==> config.mk <==
export PLATFORM = sky130hd
export DESIGN_NAME = zmachine_branch_unit_flat
export DESIGN_NICKNAME = d
export VERILOG_FILES = /design/src/zmbr_pkg.sv /design/src/zmbr_in_if.sv /design/src/zmbr_out_if.sv /design/src/zmachine_branch_unit.sv /design/src/zmbr_eval.sv /design/src/flat_wrapper.sv
export SDC_FILE = /design/constraint.sdc
export NUM_CORES = 1
export LEC_CHECK = 0
export BUFFER_PORTS_ARGS = -buffer_cell sky130_fd_sc_hd__buf_2
export CORE_MARGIN = 3
export CORE_UTILIZATION = 61
export DETAILED_ROUTE_END_ITERATION = 7
export PLACE_DENSITY = 0.82
export SLEW_MARGIN = 20
export SYNTH_ARGS = -nofsm -noshare
export SYNTH_HDL_FRONTEND = slang
export SYNTH_SLANG_ARGS = --single-unit
==> constraint.sdc <==
create_clock -name clk -period 13.6 [get_ports clk]
set_clock_uncertainty 0.15 [all_clocks]
set_input_delay 1.36 -clock clk [delete_from_list [all_inputs] [get_ports clk]]
set_output_delay 1.36 -clock clk [all_outputs]
set_load 0.005 [all_outputs]
==> src/zmbr_pkg.sv <==
// Shared types, constants and codes for the branch unit.
package zmbr_pkg;

    localparam int ADDR_BITS = 19;
    localparam int PC_BITS   = 19;
    localparam int MEM_BITS  = 20;
    localparam int TGT_BITS  = 21;
    localparam int OPND_BITS = 16;

    localparam logic [32:0] ADDR_LIMIT = 33'd1 << ADDR_BITS;
    localparam logic [PC_BITS-1:0] PC_MASK = (ADDR_BITS >= PC_BITS) ? '1
        : PC_BITS'(ADDR_LIMIT - 33'd1);

    localparam logic [MEM_BITS-1:0] MEM_BYTES_RESET = 20'h80000;

    localparam logic [7:0]  SENSE_BIT  = 8'h80;
    localparam logic [7:0]  OFFSET_LOW = 8'h3f;
    localparam logic [7:0]  SHORT_BIT  = 8'h40;
    localparam logic [15:0] LONG_SIGN  = 16'h2000;
    localparam logic [15:0] LONG_EXT   = 16'hc000;

    localparam logic [2:0] KIND_JZ   = 3'd0;
    localparam logic [2:0] KIND_JE   = 3'd1;
    localparam logic [2:0] KIND_JL   = 3'd2;
    localparam logic [2:0] KIND_JG   = 3'd3;
    localparam logic [2:0] KIND_JUMP = 3'd4;

    localparam logic [2:0] ARGC_ONE   = 3'd1;
    localparam logic [2:0] ARGC_TWO   = 3'd2;
    localparam logic [2:0] ARGC_THREE = 3'd3;

    localparam logic [1:0] ACT_FALL   = 2'd0;
    localparam logic [1:0] ACT_TAKEN  = 2'd1;
    localparam logic [1:0] ACT_RFALSE = 2'd2;
    localparam logic [1:0] ACT_RTRUE  = 2'd3;

    typedef struct packed {
        logic [2:0]           kind;
        logic [2:0]           arg_count;
        logic [OPND_BITS-1:0] first_operand;
        logic [OPND_BITS-1:0] second_operand;
        logic [OPND_BITS-1:0] third_operand;
        logic [OPND_BITS-1:0] fourth_operand;
        logic [PC_BITS-1:0]   current_pc;
        logic [7:0]           branch_byte_a;
        logic [7:0]           branch_byte_b;
    } req_t;

    typedef struct packed {
        logic [1:0]         action;
        logic [PC_BITS-1:0] next_pc;
        logic               bad_target;
    } rsp_t;

endpackage

==> src/zmbr_in_if.sv <==
// Request channel carrying one branch instruction.
interface zmbr_in_if;
    logic        valid;
    logic        ready;
    logic [2:0]  kind;
    logic [2:0]  arg_count;
    logic [15:0] first_operand;
    logic [15:0] second_operand;
    logic [15:0] third_operand;
    logic [15:0] fourth_operand;
    logic [18:0] current_pc;
    logic [7:0]  branch_byte_a;
    logic [7:0]  branch_byte_b;

    modport source (
        output valid, kind, arg_count, first_operand, second_operand,
               third_operand, fourth_operand, current_pc, branch_byte_a, branch_byte_b,
        input  ready
    );

    modport sink (
        input  valid, kind, arg_count, first_operand, second_operand,
               third_operand, fourth_operand, current_pc, branch_byte_a, branch_byte_b,
        output ready
    );
endinterface

==> src/zmbr_out_if.sv <==
// Result channel carrying one branch outcome.
interface zmbr_out_if;
    logic        valid;
    logic        ready;
    logic [1:0]  action;
    logic [18:0] next_pc;
    logic        bad_target;

    modport source (
        output valid, action, next_pc, bad_target,
        input  ready
    );

    modport sink (
        input  valid, action, next_pc, bad_target,
        output ready
    );
endinterface

==> src/zmachine_branch_unit.sv <==
// Branch unit top level: input register, evaluation, result register.
// A request is held in the input register, then in the result register (two register stages).
// Throughput: one instruction per cycle while the result register is not stalled;
// between the registers lie the condition test, offset decode, 21-bit target add, compare.
// Both stages advance together whenever the result register is empty or drained.
// Reset empties both stages and sets the memory size to 524288 bytes.
module zmachine_branch_unit
(
    input  logic                          clk,
    input  logic                          rst_n,
    input  logic                          cfg_we,
    input  logic [zmbr_pkg::MEM_BITS-1:0] cfg_wdata,
    zmbr_in_if.sink                       req,
    zmbr_out_if.source                    rsp
);

    logic                          s1_valid_reg;
    logic                          s1_valid_next;
    zmbr_pkg::req_t                s1_data_reg;
    logic                          s2_valid_reg;
    logic                          s2_valid_next;
    zmbr_pkg::rsp_t                s2_data_reg;
    zmbr_pkg::rsp_t                eval_rsp;
    logic [zmbr_pkg::MEM_BITS-1:0] mem_bytes_reg;
    logic                          advance;
    logic                          req_xfer;

    assign advance  = !s2_valid_reg || rsp.ready;
    assign req.ready = !s1_valid_reg || advance;
    assign req_xfer  = req.valid && req.ready;

    assign s1_valid_next = req_xfer || (s1_valid_reg && !advance);
    assign s2_valid_next = advance ? s1_valid_reg : s2_valid_reg;

    always_ff @(posedge clk or negedge rst_n)
    begin
        if (!rst_n)
        begin
            s1_valid_reg  <= 1'b0;
            s2_valid_reg  <= 1'b0;
            mem_bytes_reg <= zmbr_pkg::MEM_BYTES_RESET;
        end
        else
        begin
            s1_valid_reg <= s1_valid_next;
            s2_valid_reg <= s2_valid_next;
            if (cfg_we)
            begin
                mem_bytes_reg <= cfg_wdata;
            end
        end
    end

    always_ff @(posedge clk)
    begin
        if (req_xfer)
        begin
            s1_data_reg.kind           <= req.kind;
            s1_data_reg.arg_count      <= req.arg_count;
            s1_data_reg.first_operand  <= req.first_operand;
            s1_data_reg.second_operand <= req.second_operand;
            s1_data_reg.third_operand  <= req.third_operand;
            s1_data_reg.fourth_operand <= req.fourth_operand;
            s1_data_reg.current_pc     <= req.current_pc;
            s1_data_reg.branch_byte_a  <= req.branch_byte_a;
            s1_data_reg.branch_byte_b  <= req.branch_byte_b;
        end
        if (advance && s1_valid_reg)
        begin
            s2_data_reg <= eval_rsp;
        end
    end

    zmbr_eval u_eval
    (
        .req          (s1_data_reg),
        .memory_bytes (mem_bytes_reg),
        .rsp          (eval_rsp)
    );

    assign rsp.valid      = s2_valid_reg;
    assign rsp.action     = s2_data_reg.action;
    assign rsp.next_pc    = s2_data_reg.next_pc;
    assign rsp.bad_target = s2_data_reg.bad_target;

`ifndef SYNTH
    a_bad_only_taken: assert property (@(posedge clk) disable iff (!rst_n)
        rsp.valid && rsp.bad_target |-> rsp.action == zmbr_pkg::ACT_TAKEN)
        else $error("bad_target set on a result that is not taken");

    a_return_pc_zero: assert property (@(posedge clk) disable iff (!rst_n)
        rsp.valid && (rsp.action == zmbr_pkg::ACT_RFALSE || rsp.action == zmbr_pkg::ACT_RTRUE)
        |-> rsp.next_pc == '0)
        else $error("return result carries a nonzero next_pc");

    a_s1_held: assert property (@(posedge clk) disable iff (!rst_n)
        s1_valid_reg && !advance |=> s1_valid_reg && $stable(s1_data_reg))
        else $error("stalled input stage lost its instruction");

    a_xfer_lands: assert property (@(posedge clk) disable iff (!rst_n)
        req_xfer |=> s1_valid_reg)
        else $error("transferred request did not reach the input stage");

    a_s1_moves: assert property (@(posedge clk) disable iff (!rst_n)
        s1_valid_reg && advance |=> s2_valid_reg)
        else $error("advancing instruction did not reach the result stage");
`endif

endmodule

==> src/zmbr_eval.sv <==
// Condition test, offset decode and target computation for one instruction.
module zmbr_eval
(
    input  zmbr_pkg::req_t               req,
    input  logic [zmbr_pkg::MEM_BITS-1:0] memory_bytes,
    output zmbr_pkg::rsp_t               rsp
);

    logic                             cond;
    logic                             known;
    logic [7:0]                       ba_eff;
    logic                             short_form;
    logic [15:0]                      off;
    logic [zmbr_pkg::MEM_BITS-1:0]    after;
    logic [zmbr_pkg::MEM_BITS-1:0]    base;
    logic [15:0]                      offs;
    logic [zmbr_pkg::TGT_BITS-1:0]    tgt;
    logic                             bad;
    logic                             is_jump;

    always_comb
    begin
        cond  = 1'b0;
        known = 1'b1;
        case (req.kind)
            zmbr_pkg::KIND_JZ:
            begin
                cond = (req.first_operand == 16'd0);
            end
            zmbr_pkg::KIND_JE:
            begin
                case (req.arg_count)
                    zmbr_pkg::ARGC_ONE:   cond = 1'b0;
                    zmbr_pkg::ARGC_TWO:   cond = (req.first_operand == req.second_operand);
                    zmbr_pkg::ARGC_THREE: cond = (req.first_operand == req.second_operand)
                                              || (req.first_operand == req.third_operand);
                    default:              cond = (req.first_operand == req.second_operand)
                                              || (req.first_operand == req.third_operand)
                                              || (req.first_operand == req.fourth_operand);
                endcase
            end
            zmbr_pkg::KIND_JL:
            begin
                cond = ($signed(req.first_operand) < $signed(req.second_operand));
            end
            zmbr_pkg::KIND_JG:
            begin
                cond = ($signed(req.first_operand) > $signed(req.second_operand));
            end
            zmbr_pkg::KIND_JUMP:
            begin
                cond = 1'b1;
            end
            default:
            begin
                known = 1'b0;
            end
        endcase
    end

    assign is_jump    = (req.kind == zmbr_pkg::KIND_JUMP);
    assign ba_eff     = cond ? req.branch_byte_a : (req.branch_byte_a ^ zmbr_pkg::SENSE_BIT);
    assign short_form = |(ba_eff & zmbr_pkg::SHORT_BIT);

    always_comb
    begin
        if (short_form)
        begin
            off   = {8'd0, ba_eff & zmbr_pkg::OFFSET_LOW};
            after = {1'b0, req.current_pc} + 20'd1;
        end
        else
        begin
            off   = {2'b00, ba_eff[5:0], req.branch_byte_b};
            if (|(off & zmbr_pkg::LONG_SIGN))
            begin
                off = off | zmbr_pkg::LONG_EXT;
            end
            after = {1'b0, req.current_pc} + 20'd2;
        end
    end

    assign base = is_jump ? {1'b0, req.current_pc} : after;
    assign offs = is_jump ? req.first_operand : off;
    assign tgt  = {1'b0, base}
                + {{(zmbr_pkg::TGT_BITS-16){offs[15]}}, offs}
                - zmbr_pkg::TGT_BITS'(2);

    assign bad = tgt[zmbr_pkg::TGT_BITS-1]
              || (tgt[zmbr_pkg::MEM_BITS-1:0] >= memory_bytes)
              || (33'(tgt[zmbr_pkg::TGT_BITS-2:0]) >= zmbr_pkg::ADDR_LIMIT);

    always_comb
    begin
        if (!known)
        begin
            rsp.action     = zmbr_pkg::ACT_FALL;
            rsp.next_pc    = req.current_pc;
            rsp.bad_target = 1'b0;
        end
        else if (!is_jump && !(|(ba_eff & zmbr_pkg::SENSE_BIT)))
        begin
            rsp.action     = zmbr_pkg::ACT_FALL;
            rsp.next_pc    = after[zmbr_pkg::PC_BITS-1:0] & zmbr_pkg::PC_MASK;
            rsp.bad_target = 1'b0;
        end
        else if (is_jump || (off > 16'd1))
        begin
            rsp.action     = zmbr_pkg::ACT_TAKEN;
            rsp.next_pc    = tgt[zmbr_pkg::PC_BITS-1:0] & zmbr_pkg::PC_MASK;
            rsp.bad_target = bad;
        end
        else if (off[0])
        begin
            rsp.action     = zmbr_pkg::ACT_RTRUE;
            rsp.next_pc    = '0;
            rsp.bad_target = 1'b0;
        end
        else
        begin
            rsp.action     = zmbr_pkg::ACT_RFALSE;
            rsp.next_pc    = '0;
            rsp.bad_target = 1'b0;
        end
    end

endmodule
==> src/flat_wrapper.sv <==
// flat-port wrapper written by rule: the top's interface ports become plain ports
module zmachine_branch_unit_flat 
  (clk, rst_n, cfg_we, cfg_wdata, req_valid, req_kind, req_arg_count, req_first_operand, req_second_operand, req_third_operand, req_fourth_operand, req_current_pc, req_branch_byte_a, req_branch_byte_b, req_ready, rsp_valid, rsp_action, rsp_next_pc, rsp_bad_target, rsp_ready);
  zmbr_in_if req_i ();
  zmbr_out_if rsp_i ();
  input  logic clk;
  input  logic rst_n;
  input  logic cfg_we;
  input  logic [zmbr_pkg::MEM_BITS-1:0] cfg_wdata;
  input wire logic [$bits(req_i.valid)-1:0] req_valid;
  input wire logic [$bits(req_i.kind)-1:0] req_kind;
  input wire logic [$bits(req_i.arg_count)-1:0] req_arg_count;
  input wire logic [$bits(req_i.first_operand)-1:0] req_first_operand;
  input wire logic [$bits(req_i.second_operand)-1:0] req_second_operand;
  input wire logic [$bits(req_i.third_operand)-1:0] req_third_operand;
  input wire logic [$bits(req_i.fourth_operand)-1:0] req_fourth_operand;
  input wire logic [$bits(req_i.current_pc)-1:0] req_current_pc;
  input wire logic [$bits(req_i.branch_byte_a)-1:0] req_branch_byte_a;
  input wire logic [$bits(req_i.branch_byte_b)-1:0] req_branch_byte_b;
  output wire logic [$bits(req_i.ready)-1:0] req_ready;
  output wire logic [$bits(rsp_i.valid)-1:0] rsp_valid;
  output wire logic [$bits(rsp_i.action)-1:0] rsp_action;
  output wire logic [$bits(rsp_i.next_pc)-1:0] rsp_next_pc;
  output wire logic [$bits(rsp_i.bad_target)-1:0] rsp_bad_target;
  input wire logic [$bits(rsp_i.ready)-1:0] rsp_ready;
  assign req_i.valid = req_valid;
  assign req_i.kind = req_kind;
  assign req_i.arg_count = req_arg_count;
  assign req_i.first_operand = req_first_operand;
  assign req_i.second_operand = req_second_operand;
  assign req_i.third_operand = req_third_operand;
  assign req_i.fourth_operand = req_fourth_operand;
  assign req_i.current_pc = req_current_pc;
  assign req_i.branch_byte_a = req_branch_byte_a;
  assign req_i.branch_byte_b = req_branch_byte_b;
  assign req_ready = req_i.ready;
  assign rsp_valid = rsp_i.valid;
  assign rsp_action = rsp_i.action;
  assign rsp_next_pc = rsp_i.next_pc;
  assign rsp_bad_target = rsp_i.bad_target;
  assign rsp_i.ready = rsp_ready;
  zmachine_branch_unit u_core (.clk(clk), .rst_n(rst_n), .cfg_we(cfg_we), .cfg_wdata(cfg_wdata), .req(req_i), .rsp(rsp_i));
endmodule
==> impl_metrics.ini, run 1 <==
[run_status]
status = finished, final reports clean

[yosys]
synth-seq-area-share_pct = 50.12
ys_warn_count = 0
synth_ff_type = edfxtp_1
netlist_instances = 816
synth_area_um2 = 8710
avgSynthCellArea_um2 = 10.67
synth-edff-count = 127
ys_types = 56
ys_ff_latch = 149
syn_nets = 1024
synth-async-reset-ratio_pct = 14.77

[critical_path]
ff2ff_path_depth = 22
crit_arrival_ns = 6.10
reg2reg_to = u_core.rsp.bad_target$_SDFFCE_PP0P_
max_stage_delay_ns = 0.92
crit_family = compound AO/OA/AOI/OAI gates
crit_type = flip-flop to flip-flop
path_buf_inv = 1
r2r_slack_ns = 7.54
cp_cell_sequence = nor2_1 > and2_1 > a21oi_1 > ha_1 > inv_1 > ha_1 > fa_1 > a211oi_1 > o21ai_0 > o211ai_1 > a21oi_1 > a22oi_1 > nand2b_1 > a211oi_1 > nor2_1 > ha_1 > a21o_1 > a21o_1 > a21oi_1 > o21ai_0 > a211o_1 > o21a_1
cp-end-kind = flip-flop
crit_required_ns = 13.64
cp-start-kind = flip-flop
r2r-start = u_core.s1_data_reg[103]$_DFFE_PP_
crit_fanout = 34
cpMaxStageDelayCell = and2_1

[placed_design]
placed_cell_area_um2 = 9615
dp.cells = 1125
dp_hpwl_mm = 14.95
port_buffers = 153
gp_congestion = 0.9141
place_ws_ns = 7.706

[cells_and_area]
drive_gt1_share_pct = 20.06
postLayoutCoreUtil_pct = 72.84
n_antenna_cell = 0
post-route-cell-area_um2 = 10150
seqCellArea_um2 = 4365
nFillCells = 985
layout.nets = 1172
multiInputGateArea_um2 = 3911
largest_reg_flops = 105
final_common_cell = buf_2
mostFrequentLayoutCells = buf_2 (153), edfxtp_1 (127), inv_1 (85), ha_1 (77), nor2_1 (60)
stdcell_count = 1157
area_delta_synth_final_pct = 16.53

[global_routing]
grt_pass1_vias = 6529
grt_antenna_before_repair = 0
grt_max_degree = 72
grt_pass1_wl_mm = 31.82
globalRouteOverflowTotal = 0
grt.total_usage_pct = 26.21

[sta]
tightest_slew_ns = 1.117
maxSlewHeadroom_pct = 25.56
setup-violations-final = 0
setup_slack_ns = 7.535
period_needed_ns = 6.065
fin_setup_tns_ns = 0
fmax_mhz = 164.9
rsz0062_at_grt = false
period_share_pct = 44.59
hold_violations = 0
timing_max_transition_violations_final = 0

[clock_tree]
clockBufferDepth = 2
cts_tree = built
cts_sinks = 149
clkSlewWorstSetupHoldPaths_ns = 0.06
htreeDepth = 4
clk_latency_ns = 0.43
cts_setup_buffers = 0
root_buffer = clkbuf_16
postCtsHoldBufs = 0
numCtsBuffers = 17
cts_resized = 0

[routing]
drt_wl_total_mm = 20.25
ant_nets = 0
drc = 0
via_per_inst = 5.765
drt_iter0_drc = 442
dr_total_vias = 6670
dr.pass1.iters = 5
avgRoutedWirePerCell_um = 17.50

[power_and_ir_drop]
powerDensity_nw_per_um2 = 133.7
leakagePower_nw = 4.429
ir_drop_v = 0.0001436

[die]
die_h_um = 125.5
core.rowCount = 43
dieArea_um2 = 15750
core_um2 = 13930
ios = 154
die_w_um = 125.5
initial_core_util_pct = 62.50

[min_path]
hold_start = u_core.s1_valid_reg$_DFF_PN0_
whs_endpoint = u_core.rsp.valid$_DFFE_PN0P_
min_path_cells = 1
hp-class = flip-flop to flip-flop

[flow_run]
drv_cap = 0
## Yosys cell counts, drive strengths merged, types with 3 or more instances
library cell	count	area, um2
o211ai	5	37.54
inv	85	319.1
and2	7	43.79
dfrtp	21	525.5
a221o	5	50.05
nand2b	10	62.56
nor2b	5	31.28
o21a	5	37.54
nand3	24	120.1
xor2	25	219.0
or2	3	18.77
a211o	5	43.79
nor2	60	225.2
clkbuf	22	82.58
xnor2	41	359.1
a211oi	8	60.06
a21o	14	105.1
and3	19	118.9
buf	6	37.53
nand4	15	93.84
a31oi	9	56.30
edfxtp	127	3814
nor4	12	75.07
ha	77	963.4
a21oi	52	260.3
mux2i	14	140.1
o21ai	34	170.2
nor3	13	65.06
nand2	58	217.7
o22a	4	35.03
## worst max path at each step
stage | start | cells after the start | slack (ns) | endpoint
5_1_grt | u_core.s1_data_reg[103]$_DFFE_PP_ | 22 | 7.07 | u_core.rsp.bad_target$_SDFFCE_PP0P_
2_1_floorplan | u_core.s1_data_reg[103]$_DFFE_PP_ | 24 | 8.46 | u_core.rsp.bad_target$_SDFFCE_PP0P_
3_3_place_gp | u_core.s1_data_reg[103]$_DFFE_PP_ | 22 | 7.89 | u_core.rsp.bad_target$_SDFFCE_PP0P_
3_5_place_dp | u_core.s1_data_reg[103]$_DFFE_PP_ | 22 | 7.71 | u_core.rsp.bad_target$_SDFFCE_PP0P_
6_report | u_core.s1_data_reg[103]$_DFFE_PP_ | 22 | 7.54 | u_core.rsp.bad_target$_SDFFCE_PP0P_
4_1_cts | u_core.s1_data_reg[103]$_DFFE_PP_ | 22 | 7.60 | u_core.rsp.bad_target$_SDFFCE_PP0P_
## metal layers
layer	vias up	GRT usage, %	wire (um)	part of all wire, %
li1	3236	-	-	-
met1	3116	28.80	7568	37
met2	264	47.45	10570	52
met3	54	7.433	1390	6.9
met4	0	10.78	721	3.6
met5	-	0	0	0
## power breakdown
part	switching [mW]	internal [mW]
Clock	0.191	0.235
Combinational	0.202	0.160
Sequential	0.0254	0.543
Total	0.419	0.938
## per-stage QoR
step           hold slack (ns)  power [mW]
6_report                0.3403       1.357
5_1_grt                 0.3897       1.431
4_1_cts                 0.3471       1.363
3_5_place_dp            0.3284      0.9356
3_3_place_gp            0.3217      0.9235
2_1_floorplan           0.2990      0.8289
## final cells by class
| type | count | share of cell area [%] |
|---|---|---|
| Clock buffer | 19 | 4.265 |
| Clock inverter | 13 | 0.9862 |
| Inverter | 85 | 3.144 |
| Multi-Input combinational cell | 554 | 38.54 |
| Sequential cell | 149 | 43.01 |
| Tap cell | 180 | 2.219 |
| Timing Repair Buffer | 157 | 7.840 |
## worst reg2reg max path: cells and delay by family, from the launching register on
family	cells	cell delay (ns)
compound gates	13	2.54
fa+ha+maj	4	1.27
buf+inv	1	0.04
flops	1	0.46
simple gates	4	1.36
## cell families after synthesis
family	count (synthesis)	share of synthesized area, %
adder cells (fa/ha/maj)	78	11.29
XOR/XNOR	66	6.637
AND/OR/NAND/NOR	235	13.16
AO/OA/AOI/OAI	160	12.01
flip-flops	149	50.12
multiplexers	15	1.738
buffers and inverters	113	5.042
Power figures use the tool's default switching activity.
==> inputs of run 2 (changes only) <==
CORE_UTILIZATION = 57   (was 61)
PLACE_DENSITY = 0.77   (was 0.82)
clock period = 5.7 ns   (was 13.6 ns; I/O delays follow)
==> run 2 against run 1 <==
Register-to-register slack got worse by 7.2 ns. Count of clock-buffer cells in the layout decreased by 1. Critical path type unchanged. First-iteration DRC count shrank 7.0%. Largest cell class unchanged.
==> impl_metrics.ini, run 2 (synthesis gave the netlist of run 1 again) <==
[placed_design]
dp_hpwl_mm = 15.18
dp.cells = 1136
gp_congestion = 0.9369
place_ws_ns = 0.2856
port_buffers = 153

[sta]
tightest_slew_ns = 0.8858
setup_slack_ns = 0.3287
period_needed_ns = 5.371
period_share_pct = 94.23
maxSlewHeadroom_pct = 40.95
setup-violations-final = 0
fin_setup_tns_ns = 0
fmax_mhz = 186.2
rsz0062_at_grt = false
timing_max_transition_violations_final = 0
hold_violations = 0

[critical_path]
r2r_slack_ns = 0.33
max_stage_delay_ns = 0.45
cpMaxStageDelayCell = edfxtp_1
crit_type = flip-flop to flip-flop
crit_fanout = 6
r2r-start = u_core.s1_data_reg[17]$_DFFE_PP_
crit_required_ns = 5.74
cp-start-kind = flip-flop
cp_common_cell = ha_1
cp-end-kind = flip-flop
crit_arrival_ns = 5.41
reg2reg_to = u_core.rsp.bad_target$_SDFFCE_PP0P_
ff2ff_path_depth = 25

[global_routing]
grt_antenna_before_repair = 0
globalRouteOverflowTotal = 0
grt_pass1_vias = 6361
grt_max_degree = 66
grt_pass1_wl_mm = 31.11
grt.total_usage_pct = 24.50

[die]
dieArea_um2 = 16800
core_um2 = 14750
die_w_um = 129.6
die_h_um = 129.6
core.rowCount = 44
ios = 154
initial_core_util_pct = 59.03

[flow_run]
drv_cap = 0

[routing]
via_per_inst = 5.681
ant_nets = 0
drt_wl_total_mm = 20.14
dr.pass1.iters = 7
drt_iter0_drc = 411
dr_total_vias = 6653
avgRoutedWirePerCell_um = 17.20
drc = 0

[cells_and_area]
largest_reg_flops = 105
final_common_cell = buf_2
drive_gt1_share_pct = 21.58
mostFrequentLayoutCells = buf_2 (153), edfxtp_1 (127), inv_1 (85), ha_1 (77), nor2_1 (59)
layout.nets = 1182
area_delta_synth_final_pct = 18.14
nFillCells = 1117
n_antenna_cell = 0
multiInputGateArea_um2 = 3934
stdcell_count = 1171
postLayoutCoreUtil_pct = 69.74
seqCellArea_um2 = 4365

[min_path]
hold_start = req_second_operand[1]
min_path_cells = 1
whs_endpoint = u_core.s1_data_reg[68]$_DFFE_PP_
hp-class = input port to flip-flop

[power_and_ir_drop]
powerDensity_nw_per_um2 = 322.6
leakagePower_nw = 4.502
total_power_mw = 3.319
ir_drop_v = 0.0003263

[clock_tree]
root_buffer = clkbuf_16
clockBufferDepth = 2
htreeDepth = 4
cts_sinks = 149
clkSlewWorstSetupHoldPaths_ns = 0.07
numCtsBuffers = 17
cts_tree = built
clk_latency_ns = 0.43

[run_status]
status = finished, final reports clean
[run 2: changes by cell type in the layout (fill, tap and decap cells not counted), sizes merged]
cell         delta
clkbuf          -1
bufinv          +1
dlygate4sd3     +1
buf             +9
clkinv          -2
clkinvlp        -1
inv             +3
[run 2: stage by stage]
step / instance area (um2) / hold slack [ns]
after floorplan: 8710 / 0.1244
after CTS: 10250 / 0.1498
after detailed placement: 9673 / 0.3339
after global placement: 9673 / 0.3226
after global routing: 10290 / 0.1483
final: 10290 / 0.1624
[run 2: worst max-delay path, delay by kind of cell (launching register included)]
kind,cells,cell delay [ns]
buf+inv,1,0.04
xor+xnor,2,0.23
simple gates,6,0.86
fa+ha+maj,4,1.08
compound gates,12,2.32
flops,1,0.45
[run 2: cell type report]
class	count	area share (%)
Multi-Input combinational cell	554	38.23
Clock buffer	18	4.171
Timing Repair Buffer	167	8.487
Inverter	85	3.101
Sequential cell	149	42.42
Clock inverter	14	1.350
Tap cell	184	2.237
[run 2: where the power goes]
group	total, mW	leakage [nW]	internal, mW	switching, mW
combinational	0.882	2.74	0.389	0.493
clock	1.08	0.278	0.613	0.471
sequential	1.35	1.48	1.30	0.0569
total	3.32	4.50	2.30	1.02
[run 2: how the worst max path moves through the flow]
stage	startpoint	end	depth (start not counted)
6_report	u_core.s1_data_reg[17]$_DFFE_PP_	u_core.rsp.bad_target$_SDFFCE_PP0P_	25
3_5_place_dp	u_core.s1_data_reg[17]$_DFFE_PP_	u_core.rsp.bad_target$_SDFFCE_PP0P_	24
3_3_place_gp	u_core.s1_data_reg[18]$_DFFE_PP_	u_core.rsp.bad_target$_SDFFCE_PP0P_	23
5_1_grt	u_core.s1_data_reg[14]$_DFFE_PP_	u_core.rsp.bad_target$_SDFFCE_PP0P_	24
4_1_cts	u_core.s1_data_reg[17]$_DFFE_PP_	u_core.rsp.bad_target$_SDFFCE_PP0P_	24
2_1_floorplan	u_core.s1_data_reg[103]$_DFFE_PP_	u_core.rsp.bad_target$_SDFFCE_PP0P_	24
[run 2: timing repair]
| action | 4_1_cts | 5_1_grt |
|---|---|---|
| endpoints found under the setup margin | 0 | 1 |
| setup buffers | 0 | 2 |
| resized for setup | 0 | 6 |
| hold endpoints to repair | 21 | 0 |
| hold buffers | 1 | 0 |
[run 2: layer usage]
layer,wire length (um),track usage (%)
met2,10210,43.13
met4,657,9.719
met5,0,0
met1,8005,29.19
met3,1272,5.441
